--- src/hdl/assert_macros.svh ---
// Assertion macros shared by the moving median RTL.
// Needs no other file; included by the modules that carry assertions.
`ifndef ASSERT_MACROS_SVH
`define ASSERT_MACROS_SVH

// Same-cycle implication, disabled while reset is asserted
`define ASSERT_IMPLIES(label, clk, rst_n, ante, cons, msg) \
	label: assert property (@(posedge clk) disable iff (!rst_n) (ante) |-> (cons)) \
		else $error(msg);

// Next-cycle implication, disabled while reset is asserted
`define ASSERT_NEXT(label, clk, rst_n, ante, cons, msg) \
	label: assert property (@(posedge clk) disable iff (!rst_n) (ante) |=> (cons)) \
		else $error(msg);

`endif

--- src/hdl/mmm_pkg.sv ---
// Shared types and constants of the multichannel moving median.
// No dependencies; imported by every module of the block.
`default_nettype none

package mmm_pkg;

	// Sample and field widths
	localparam int DATA_W = 16;
	localparam int CH_W   = 3;
	localparam int USER_W = 8;
	localparam int CFG_W  = 5;

	// Window length after reset
	localparam logic [CFG_W-1:0] LEN_RESET = 5'd16;

	// Sorter control from the sequencer
	typedef struct packed {
		logic clear;
		logic insert;
	} sort_ctl_t;

endpackage

`default_nettype wire

--- src/hdl/multichannel_moving_median.sv ---
// Multichannel moving median filter.
// Input stream: s_tuser[2:0] channel, s_tdata[15:0] pressure sample (Q12.4).
// Output stream: m_tuser[2:0] channel, m_tdata[15:0] median of that window.
// cfg_we/cfg_wdata set the window length (0 acts as 1, above WINDOW saturates);
// write it only while no transaction is in flight.
// Each sample is written to its channel's ring window in the sample RAM, then
// the window is read back one entry a cycle into an insertion sorter and the
// middle entries are picked. The read sweep is followed by the drain, pick-high,
// pick-low and output states before the result is offered, and a new input is
// taken only once the output step is left, so the RAM read sweep sets the pace.
// A channel at or above CHANNELS leaves the windows alone and goes straight to
// the output step, which returns median 0; the next input is taken after it.
// Items are taken one at a time; a new input is accepted while the previous
// result still sits in the output register.
// Reset clears write pointers and per-channel fill counts, so never-written
// entries read as zero; no clearing pass is needed. Length resets to 16.
// When the receiver stalls, the result holds and the next item is processed
// up to its output step, then waits there.
`default_nettype none

module multichannel_moving_median #(
	parameter int WINDOW   = 16,
	parameter int CHANNELS = 5
) (
	input  wire logic                       clk,
	input  wire logic                       arst_n,
	// configuration
	input  wire logic                       cfg_we,
	input  wire logic [mmm_pkg::CFG_W-1:0]  cfg_wdata,  // window_length
	// input stream
	input  wire logic                       s_tvalid,
	output logic                            s_tready,
	input  wire logic [mmm_pkg::DATA_W-1:0] s_tdata,    // [15:0] pressure
	input  wire logic [mmm_pkg::USER_W-1:0] s_tuser,    // [2:0] channel, rest zero
	// output stream
	output logic                            m_tvalid,
	input  wire logic                       m_tready,
	output logic      [mmm_pkg::DATA_W-1:0] m_tdata,    // [15:0] median
	output logic      [mmm_pkg::USER_W-1:0] m_tuser     // [2:0] result_channel, rest zero
);
	import mmm_pkg::*;

	`include "assert_macros.svh"

	localparam int IW    = (WINDOW > 1) ? $clog2(WINDOW) : 1;
	localparam int LW    = $clog2(WINDOW + 1);
	localparam int CHW   = (CHANNELS > 1) ? $clog2(CHANNELS) : 1;
	localparam int DEPTH = CHANNELS * WINDOW;
	localparam int AW    = (DEPTH > 1) ? $clog2(DEPTH) : 1;
	localparam int CMPW  = ((LW > CFG_W) ? LW : CFG_W) + 1;

	typedef enum logic [6:0] {
		ST_IDLE    = 7'b0000001,
		ST_WRITE   = 7'b0000010,
		ST_READ    = 7'b0000100,
		ST_DRAIN   = 7'b0001000,
		ST_PICK_HI = 7'b0010000,
		ST_PICK_LO = 7'b0100000,
		ST_OUT     = 7'b1000000
	} state_t;

	state_t            state_q;
	logic [CFG_W-1:0]  cfg_q;
	logic [CH_W-1:0]   ch_q;
	logic [DATA_W-1:0] smp_q;
	logic              bad_q;
	logic [IW-1:0]     wp_q   [CHANNELS];
	logic [LW-1:0]     fill_q [CHANNELS];
	logic [IW-1:0]     rd_idx_q;
	logic              rd_vld_s1;
	logic              rd_zero_s1;
	logic [DATA_W-1:0] hi_q;
	logic [DATA_W-1:0] lo_q;
	logic              m_tvalid_q;
	logic [DATA_W-1:0] m_tdata_q;
	logic [CH_W-1:0]   m_ch_q;

	logic [LW-1:0]     len_eff;
	logic [CMPW-1:0]   cfg_ext;
	logic [CHW-1:0]    ch_idx;
	logic [LW-1:0]     ptr_ext;
	logic [LW-1:0]     ptr_eff;
	logic [LW-1:0]     ptr_inc;
	logic [LW-1:0]     ptr_next;
	logic [AW-1:0]     base_addr;
	logic              mem_we;
	logic [AW-1:0]     mem_waddr;
	logic              mem_rd;
	logic [AW-1:0]     mem_raddr;
	logic [DATA_W-1:0] mem_rdata;
	logic              rd_last;
	logic              out_free;
	logic              s_hs;
	logic [LW-1:0]     mid;
	logic [LW-1:0]     lo_pos;
	logic [IW-1:0]     sel_idx;
	logic [DATA_W-1:0] sel_data;
	logic [DATA_W-1:0] ins_data;
	logic [DATA_W:0]   mid_sum;
	sort_ctl_t         sort_ctl;

	// Effective window length
	assign cfg_ext = CMPW'(cfg_q);
	always_comb begin
		priority if (cfg_q == '0) begin
			len_eff = LW'(1);
		end else if (cfg_ext > CMPW'(WINDOW)) begin
			len_eff = LW'(WINDOW);
		end else begin
			len_eff = LW'(cfg_q);
		end
	end

	// Ring pointer of the current channel
	assign ch_idx    = CHW'(ch_q);
	assign ptr_ext   = LW'(wp_q[ch_idx]);
	assign ptr_eff   = (ptr_ext >= len_eff) ? '0 : ptr_ext;
	assign ptr_inc   = ptr_eff + LW'(1);
	assign ptr_next  = (ptr_inc >= len_eff) ? '0 : ptr_inc;
	assign base_addr = AW'(ch_q) * AW'(WINDOW);

	assign mem_we    = (state_q == ST_WRITE);
	assign mem_waddr = base_addr + AW'(ptr_eff);
	assign mem_rd    = (state_q == ST_READ);
	assign mem_raddr = base_addr + AW'(rd_idx_q);
	assign rd_last   = (LW'(rd_idx_q) == len_eff - LW'(1));

	assign s_tready = (state_q == ST_IDLE);
	assign s_hs     = s_tvalid && s_tready;
	assign out_free = !m_tvalid_q || m_tready;

	// Configuration register
	always_ff @(posedge clk or negedge arst_n) begin
		if (!arst_n) begin
			cfg_q <= LEN_RESET;
		end else if (cfg_we) begin
			cfg_q <= cfg_wdata;
		end
	end

	// Sequencer
	always_ff @(posedge clk or negedge arst_n) begin
		if (!arst_n) begin
			state_q  <= ST_IDLE;
			rd_idx_q <= '0;
		end else begin
			unique case (state_q)
				ST_IDLE: begin
					if (s_hs) begin
						state_q <= (32'(s_tuser[CH_W-1:0]) < CHANNELS) ? ST_WRITE : ST_OUT;
					end
				end
				ST_WRITE: begin
					rd_idx_q <= '0;
					state_q  <= ST_READ;
				end
				ST_READ: begin
					rd_idx_q <= rd_idx_q + IW'(1);
					if (rd_last) begin
						state_q <= ST_DRAIN;
					end
				end
				ST_DRAIN:   state_q <= ST_PICK_HI;
				ST_PICK_HI: state_q <= ST_PICK_LO;
				ST_PICK_LO: state_q <= ST_OUT;
				ST_OUT: begin
					if (out_free) begin
						state_q <= ST_IDLE;
					end
				end
				default: state_q <= ST_IDLE;
			endcase
		end
	end

	// Input transaction capture
	always_ff @(posedge clk) begin
		if (s_hs) begin
			ch_q  <= s_tuser[CH_W-1:0];
			smp_q <= s_tdata;
			bad_q <= !(32'(s_tuser[CH_W-1:0]) < CHANNELS);
		end
	end

	// Write pointers and fill counts
	always_ff @(posedge clk or negedge arst_n) begin
		if (!arst_n) begin
			for (int c = 0; c < CHANNELS; c++) begin
				wp_q[c]   <= '0;
				fill_q[c] <= '0;
			end
		end else if (mem_we) begin
			wp_q[ch_idx] <= IW'(ptr_next);
			if (ptr_inc > fill_q[ch_idx]) begin
				fill_q[ch_idx] <= ptr_inc;
			end
		end
	end

	// Read tag: valid, and whether the entry was never written
	always_ff @(posedge clk or negedge arst_n) begin
		if (!arst_n) begin
			rd_vld_s1  <= 1'b0;
			rd_zero_s1 <= 1'b0;
		end else begin
			rd_vld_s1  <= mem_rd;
			rd_zero_s1 <= !(LW'(rd_idx_q) < fill_q[ch_idx]);
		end
	end

	mmm_sample_ram #(
		.DEPTH(DEPTH),
		.AW   (AW)
	) u_ram (
		.clk  (clk),
		.we   (mem_we),
		.waddr(mem_waddr),
		.wdata(smp_q),
		.rd_en(mem_rd),
		.raddr(mem_raddr),
		.rdata(mem_rdata)
	);

	// Sorter control and middle selection
	assign ins_data        = rd_zero_s1 ? '0 : mem_rdata;
	assign sort_ctl.clear  = (state_q == ST_WRITE);
	assign sort_ctl.insert = rd_vld_s1;
	assign mid             = len_eff >> 1;
	assign lo_pos          = len_eff - LW'(1) - mid;
	assign sel_idx         = (state_q == ST_PICK_HI) ? IW'(mid) : IW'(lo_pos);

	mmm_sorter #(
		.WINDOW(WINDOW),
		.IW    (IW)
	) u_sorter (
		.clk     (clk),
		.ctl     (sort_ctl),
		.ins_data(ins_data),
		.sel_idx (sel_idx),
		.sel_data(sel_data)
	);

	always_ff @(posedge clk) begin
		if (state_q == ST_PICK_HI) begin
			hi_q <= sel_data;
		end
		if (state_q == ST_PICK_LO) begin
			lo_q <= sel_data;
		end
	end

	// Output register
	assign mid_sum = {1'b0, hi_q} + {1'b0, lo_q};

	always_ff @(posedge clk or negedge arst_n) begin
		if (!arst_n) begin
			m_tvalid_q <= 1'b0;
		end else if (state_q == ST_OUT && out_free) begin
			m_tvalid_q <= 1'b1;
		end else if (m_tready) begin
			m_tvalid_q <= 1'b0;
		end
	end

	always_ff @(posedge clk) begin
		if (state_q == ST_OUT && out_free) begin
			m_tdata_q <= bad_q ? '0 : mid_sum[DATA_W:1];
			m_ch_q    <= ch_q;
		end
	end

	assign m_tvalid = m_tvalid_q;
	assign m_tdata  = m_tdata_q;
	assign m_tuser  = USER_W'(m_ch_q);

	// Checks
	`ASSERT_IMPLIES(a_rd_in_len, clk, arst_n, state_q == ST_READ,
		LW'(rd_idx_q) < len_eff, "read sweep ran past the window length")
	`ASSERT_IMPLIES(a_wr_good_ch, clk, arst_n, mem_we,
		32'(ch_q) < CHANNELS, "sample RAM written for an invalid channel")
	`ASSERT_IMPLIES(a_pick_drained, clk, arst_n, state_q == ST_PICK_HI,
		!rd_vld_s1, "median picked before all reads reached the sorter")
	`ASSERT_NEXT(a_wp_in_len, clk, arst_n, state_q == ST_WRITE,
		LW'(wp_q[ch_idx]) < len_eff, "write pointer left the window")

endmodule

`default_nettype wire

--- src/hdl/mmm_sample_ram.sv ---
// Simple dual-port sample store: one write and one registered read per cycle.
// Depends on mmm_pkg for the sample width.
`default_nettype none

module mmm_sample_ram #(
	parameter int DEPTH = 80,
	parameter int AW    = 7
) (
	input  wire logic                      clk,
	input  wire logic                      we,
	input  wire logic [AW-1:0]             waddr,
	input  wire logic [mmm_pkg::DATA_W-1:0] wdata,
	input  wire logic                      rd_en,
	input  wire logic [AW-1:0]             raddr,
	output logic      [mmm_pkg::DATA_W-1:0] rdata
);
	import mmm_pkg::*;

	logic [DATA_W-1:0] mem [DEPTH];

	// Write port
	always_ff @(posedge clk) begin
		if (we) begin
			mem[waddr] <= wdata;
		end
	end

	// Read port, registered
	always_ff @(posedge clk) begin
		if (rd_en) begin
			rdata <= mem[raddr];
		end
	end

endmodule

`default_nettype wire

--- src/hdl/mmm_sorter.sv ---
// Insertion sorter: keeps the values read so far in ascending order,
// one insertion per cycle. Depends on mmm_pkg for widths and control struct.
`default_nettype none

module mmm_sorter #(
	parameter int WINDOW = 16,
	parameter int IW     = 4
) (
	input  wire logic                       clk,
	input  wire mmm_pkg::sort_ctl_t         ctl,
	input  wire logic [mmm_pkg::DATA_W-1:0] ins_data,
	input  wire logic [IW-1:0]              sel_idx,
	output logic      [mmm_pkg::DATA_W-1:0] sel_data
);
	import mmm_pkg::*;

	// Top bit marks an empty slot, which sorts above every sample
	logic [DATA_W:0] buf_q [WINDOW];
	logic            gt    [WINDOW];
	logic [DATA_W:0] ins_ext;

	assign ins_ext = {1'b0, ins_data};

	// Slots holding a value above the new one shift up by one
	always_comb begin
		for (int j = 0; j < WINDOW; j++) begin
			gt[j] = buf_q[j] > ins_ext;
		end
	end

	always_ff @(posedge clk) begin
		for (int j = 0; j < WINDOW; j++) begin
			if (ctl.clear) begin
				buf_q[j] <= {1'b1, {DATA_W{1'b0}}};
			end else if (ctl.insert && gt[j]) begin
				if (j > 0 && gt[(j > 0) ? j - 1 : 0]) begin
					buf_q[j] <= buf_q[(j > 0) ? j - 1 : 0];
				end else begin
					buf_q[j] <= ins_ext;
				end
			end
		end
	end

	assign sel_data = buf_q[sel_idx][DATA_W-1:0];

endmodule

`default_nettype wire
--- config.mk ---
export PLATFORM = sky130hd
export DESIGN_NAME = multichannel_moving_median
export DESIGN_NICKNAME = d
export VERILOG_FILES = /design/src/hdl/mmm_pkg.sv /design/src/hdl/multichannel_moving_median.sv /design/src/hdl/mmm_sample_ram.sv /design/src/hdl/mmm_sorter.sv
export VERILOG_INCLUDE_DIRS = /design/src /design/src/hdl
export SDC_FILE = /design/constraint.sdc
export NUM_CORES = 2
export LEC_CHECK = 0
export BUFFER_PORTS_ARGS = -buffer_cell sky130_fd_sc_hd__buf_2
export CAP_MARGIN = 25
export CORE_MARGIN = 8
export CORE_UTILIZATION = 55
export CTS_BUF_LIST = sky130_fd_sc_hd__clkbuf_4
export DETAILED_ROUTE_END_ITERATION = 8
export PLACE_DENSITY = 0.72
export SETUP_SLACK_MARGIN = 0.05
export SLEW_MARGIN = 20
export SYNTH_ARGS = -nofsm -noshare
export SYNTH_HDL_FRONTEND = slang
export SYNTH_SLANG_ARGS = --single-unit
export TNS_END_PERCENT = 5
--- constraint.sdc ---
create_clock -name clk -period 5.79 [get_ports clk]
set_clock_uncertainty 0.15 [all_clocks]
set_input_delay 0.579 -clock clk [delete_from_list [all_inputs] [get_ports clk]]
set_output_delay 0.579 -clock clk [all_outputs]
set_load 0.03 [all_outputs]
==> flow_metrics.py <==
metrics = {
    "worst_setup_path": {
        "setup.worst_path.start_class": "flop",
        "reg2regPathDepth": 11,
        "r2r_start": "ch_idx[0]",
        "arrival_ps": 6140,
        "crit_fanout": 12,
        "r2r_slack_ps": 390,
        "crit_type": "reg2reg",
        "critPathRequiredTime_ps": 6520,
        "critPathLaunch": "ch_idx[0]",
        "rr_endpoint": "u_ram.mem[32][11]",
        "end_kind": "flop",
    },
    "yosys": {
        "yosysSeqAreaShare_pct": 67.2,
        "synth_compound_area_share_pct": 6.65,
        "synth_edf_count": 1639,
        "syn-cell-area_um2": 75600,
        "synth_area_leader_cell": "edfxtp_1",
        "synth_mux_area_share_pct": 14.2,
        "synthArstFlopShare_pct": 3.76,
        "yosysUniqueCellTypes": 87,
        "ys_seq_elements": 1703,
        "yosys.area_share.xor_xnor_pct": 0.209,
        "netlist_top_cells_area": "edfxtp_1 (65%), mux4_2 (11%), ha_1 (4.9%)",
        "syn_avg_cell_area_um2": 16.8,
        "netlist_instances": 4507,
        "synth_top_family_by_area": "multiplexers",
        "synth-main-ff-cell": "edfxtp_1",
        "synth_fa_ha_area_share_pct": 4.92,
        "synthSimpleGateAreaFrac_pct": 4.93,
        "yosysWarnings": 0,
        "synth_top_area_share_pct": 65.1,
    },
    "global_routing": {
        "gr-usage-met1_pct": 34.4,
        "grt_first_pass_wirelength_um": 292000,
        "first_global_vias": 46200,
        "gr-total-overflow": 0,
        "grtUsageMet2_pct": 41.1,
        "grt_max_degree": 81,
        "antenna_found_initial": 3,
        "busiest_layer": "met2",
        "met3_usage_pct": 4.98,
        "track_usage_pct": 26.0,
    },
    "timing": {
        "setup_tns_ps": 0,
        "hold_violations": 0,
        "finalSetupViolCount": 0,
        "maxClockFrequency_mhz": 185,
        "worst_slack_ps": 386,
        "finalHoldWorstSlack_ps": 155,
        "drv_slew": 0,
        "fin_crit_ps": 5400,
        "relSlewSlack_pct": 29.4,
        "rsz0062_at_grt": "no",
        "tightest_slew_ps": 1060,
        "fin_crit_sh_pct": 93.3,
    },
    "drt": {
        "detail_route.first_pass.iterations": 6,
        "finalWirelength_um": 198000,
        "vias_per_cell": 6.39,
        "wl_per_cell_um": 27.7,
        "antenna_left": 0,
        "drtIter0Drc": 4992,
        "drc_errors": 0,
        "num_vias": 45700,
    },
    "clock_network": {
        "cts_buffers": 432,
        "cts_setup_buffers": 0,
        "path_clk_slew_ps": 80,
        "cts_sinks": 1703,
        "clk_latency_ps": 1330,
        "root_buffer": "clkbuf_4",
        "cts_buffer_depth": 4,
        "htree_levels": 5,
        "tritoncts": "done",
    },
    "floorplanning": {
        "start_util_pct": 55.2,
        "die_area_um2": 150000,
        "die_x_um": 387,
        "std_cell_rows": 136,
        "ioPinCount": 60,
        "coreArea_um2": 137000,
        "fp.dieH_um": 387,
    },
    "cells_and_area": {
        "final.fill_count": 9797,
        "layout.nets": 5377,
        "drive_above_1_share_pct": 26.1,
        "syn2layout_area_growth_pct": 12.5,
        "final_area_um2": 85000,
        "mostFrequentLayoutCells": "edfxtp_1 (1,639), clkbuf_4 (622), mux4_2 (377)",
        "final_common_cell": "edfxtp_1",
    },
    "placed_design": {
        "routabilityCongestion": 0.920,
        "dpl-instance-area_um2": 79100,
        "io_buffers": 49,
        "dp_hpwl_um": 123000,
        "dp_slack_ps": 351,
    },
    "hold_path": {
        "holdPathEnd": "state_q[1]",
        "hp-class": "in2reg",
        "hold_start": "s_tuser[0]",
        "hold_depth": 4,
    },
    "run_status": {
        "status": "complete, no violations",
    },
    "flow_run": {
        "max_cap_violations": 0,
    },
    "pwr": {
        "p_leak_nw": 28.8,
        "vdd_drop_max_mv": 0.277,
        "p_per_area_nw_per_um2": 398,
    },
}
## critical path, stage by stage, from the launching register on
cell and delay (ps):
edfxtp_1 470, buf_4 280, mux4_2 530, a22oi_1 410, inv_1 90, ha_1 290, a211o_1 220, a21oi_1 240
nor3_1 410, nand2b_1 640, nor2_1 910, buf_4 370
## metrics by stage
stage	power [mW]	instances	utilization (%)
floorplan	21.1	4511	-
global placement	23.9	6342	57.7
detailed placement	24.1	6343	57.7
CTS	34.0	7136	62.0
global route	35.2	7142	62.1
finish	33.9	7147	62.1
## worst max-delay path by stage
stage | depth (start not counted) | slack (ps) | endpoint
5_1_grt | 11 | 210 | u_ram.mem[32][11]
2_1_floorplan | 17 | 1010 | fill_q[10]
4_1_cts | 16 | 350 | fill_q[13]
3_5_place_dp | 16 | 350 | fill_q[8]
6_report | 11 | 390 | u_ram.mem[32][11]
3_3_place_gp | 16 | 470 | fill_q[12]
## report_power, final
part / internal [mW] / switching [mW] / total, mW
clock network: 5.15 / 4.71 / 9.86
registers: 14.8 / 0.570 / 15.3
logic: 3.42 / 5.27 / 8.69
total: 23.3 / 10.6 / 33.9
## cell usage after synthesis (all sizes together), types with 10 or more instances
master / instances
o221ai: 17
nor2: 277
nand4: 43
nor4: 10
ha: 294
nand2b: 13
xnor2: 10
a21oi: 188
a32oi: 47
and2: 10
edfxtp: 1639
clkbuf: 138
a211oi: 46
or2: 10
mux2: 47
a31oi: 11
o21ai: 153
buf: 98
a32o: 17
o211ai: 23
o21a: 13
a22o: 83
a22oi: 27
mux4: 377
mux2i: 170
nand2: 242
inv: 104
nor3: 28
and3: 10
o22ai: 36
a21o: 36
o31ai: 16
dfrtp: 62
nor2b: 65
nand3: 53
## logic make-up after synthesis
kind of cell,after synthesis
AND/OR/NAND/NOR,801
XOR/XNOR,18
AO/OA/AOI/OAI,752
flip-flops,1703
adder cells (fa/ha/maj),296
multiplexers,594
other,1
buffers and inverters,342
## repair_timing
| action | CTS | global route |
|---|---|---|
| hold buffers | 63 | 0 |
| endpoints found under the setup margin | 0 | 15 |
| gates resized for setup | 0 | 2 |
| endpoints found under the hold margin | 133 | 0 |
## sequential cells by signal (all words and copies together) (netlist names), 7 cells and up
register / cells
smp_q: 16
u_ram.mem: 1280
m_tdata: 16
fill_q: 25
lo_q: 16
hi_q: 16
state_q: 7
u_ram.rdata: 16
u_sorter.buf_q: 272
wp_q: 20
## cell type report
class                      count  area (um2)  share of cell area [%]
antenna                       10        25.0                  0.0294
clock buffer                 622        4670                    5.49
clock inverter               108         568                   0.668
inverter                     106         398                   0.468
multi-input combinational   2466       23600                    27.7
sequential                  1703       50800                    59.8
tap                         1794        2240                    2.64
timing repair buffer         338        2680                    3.15
## metal layers
layer  part of all wire [%]  wire (um)
met1                     38      75900
met2                     47      93600
met3                    9.0      17700
met4                    5.5      10900
met5                      0          0
Note: power is estimated with default switching activity, not from simulation.
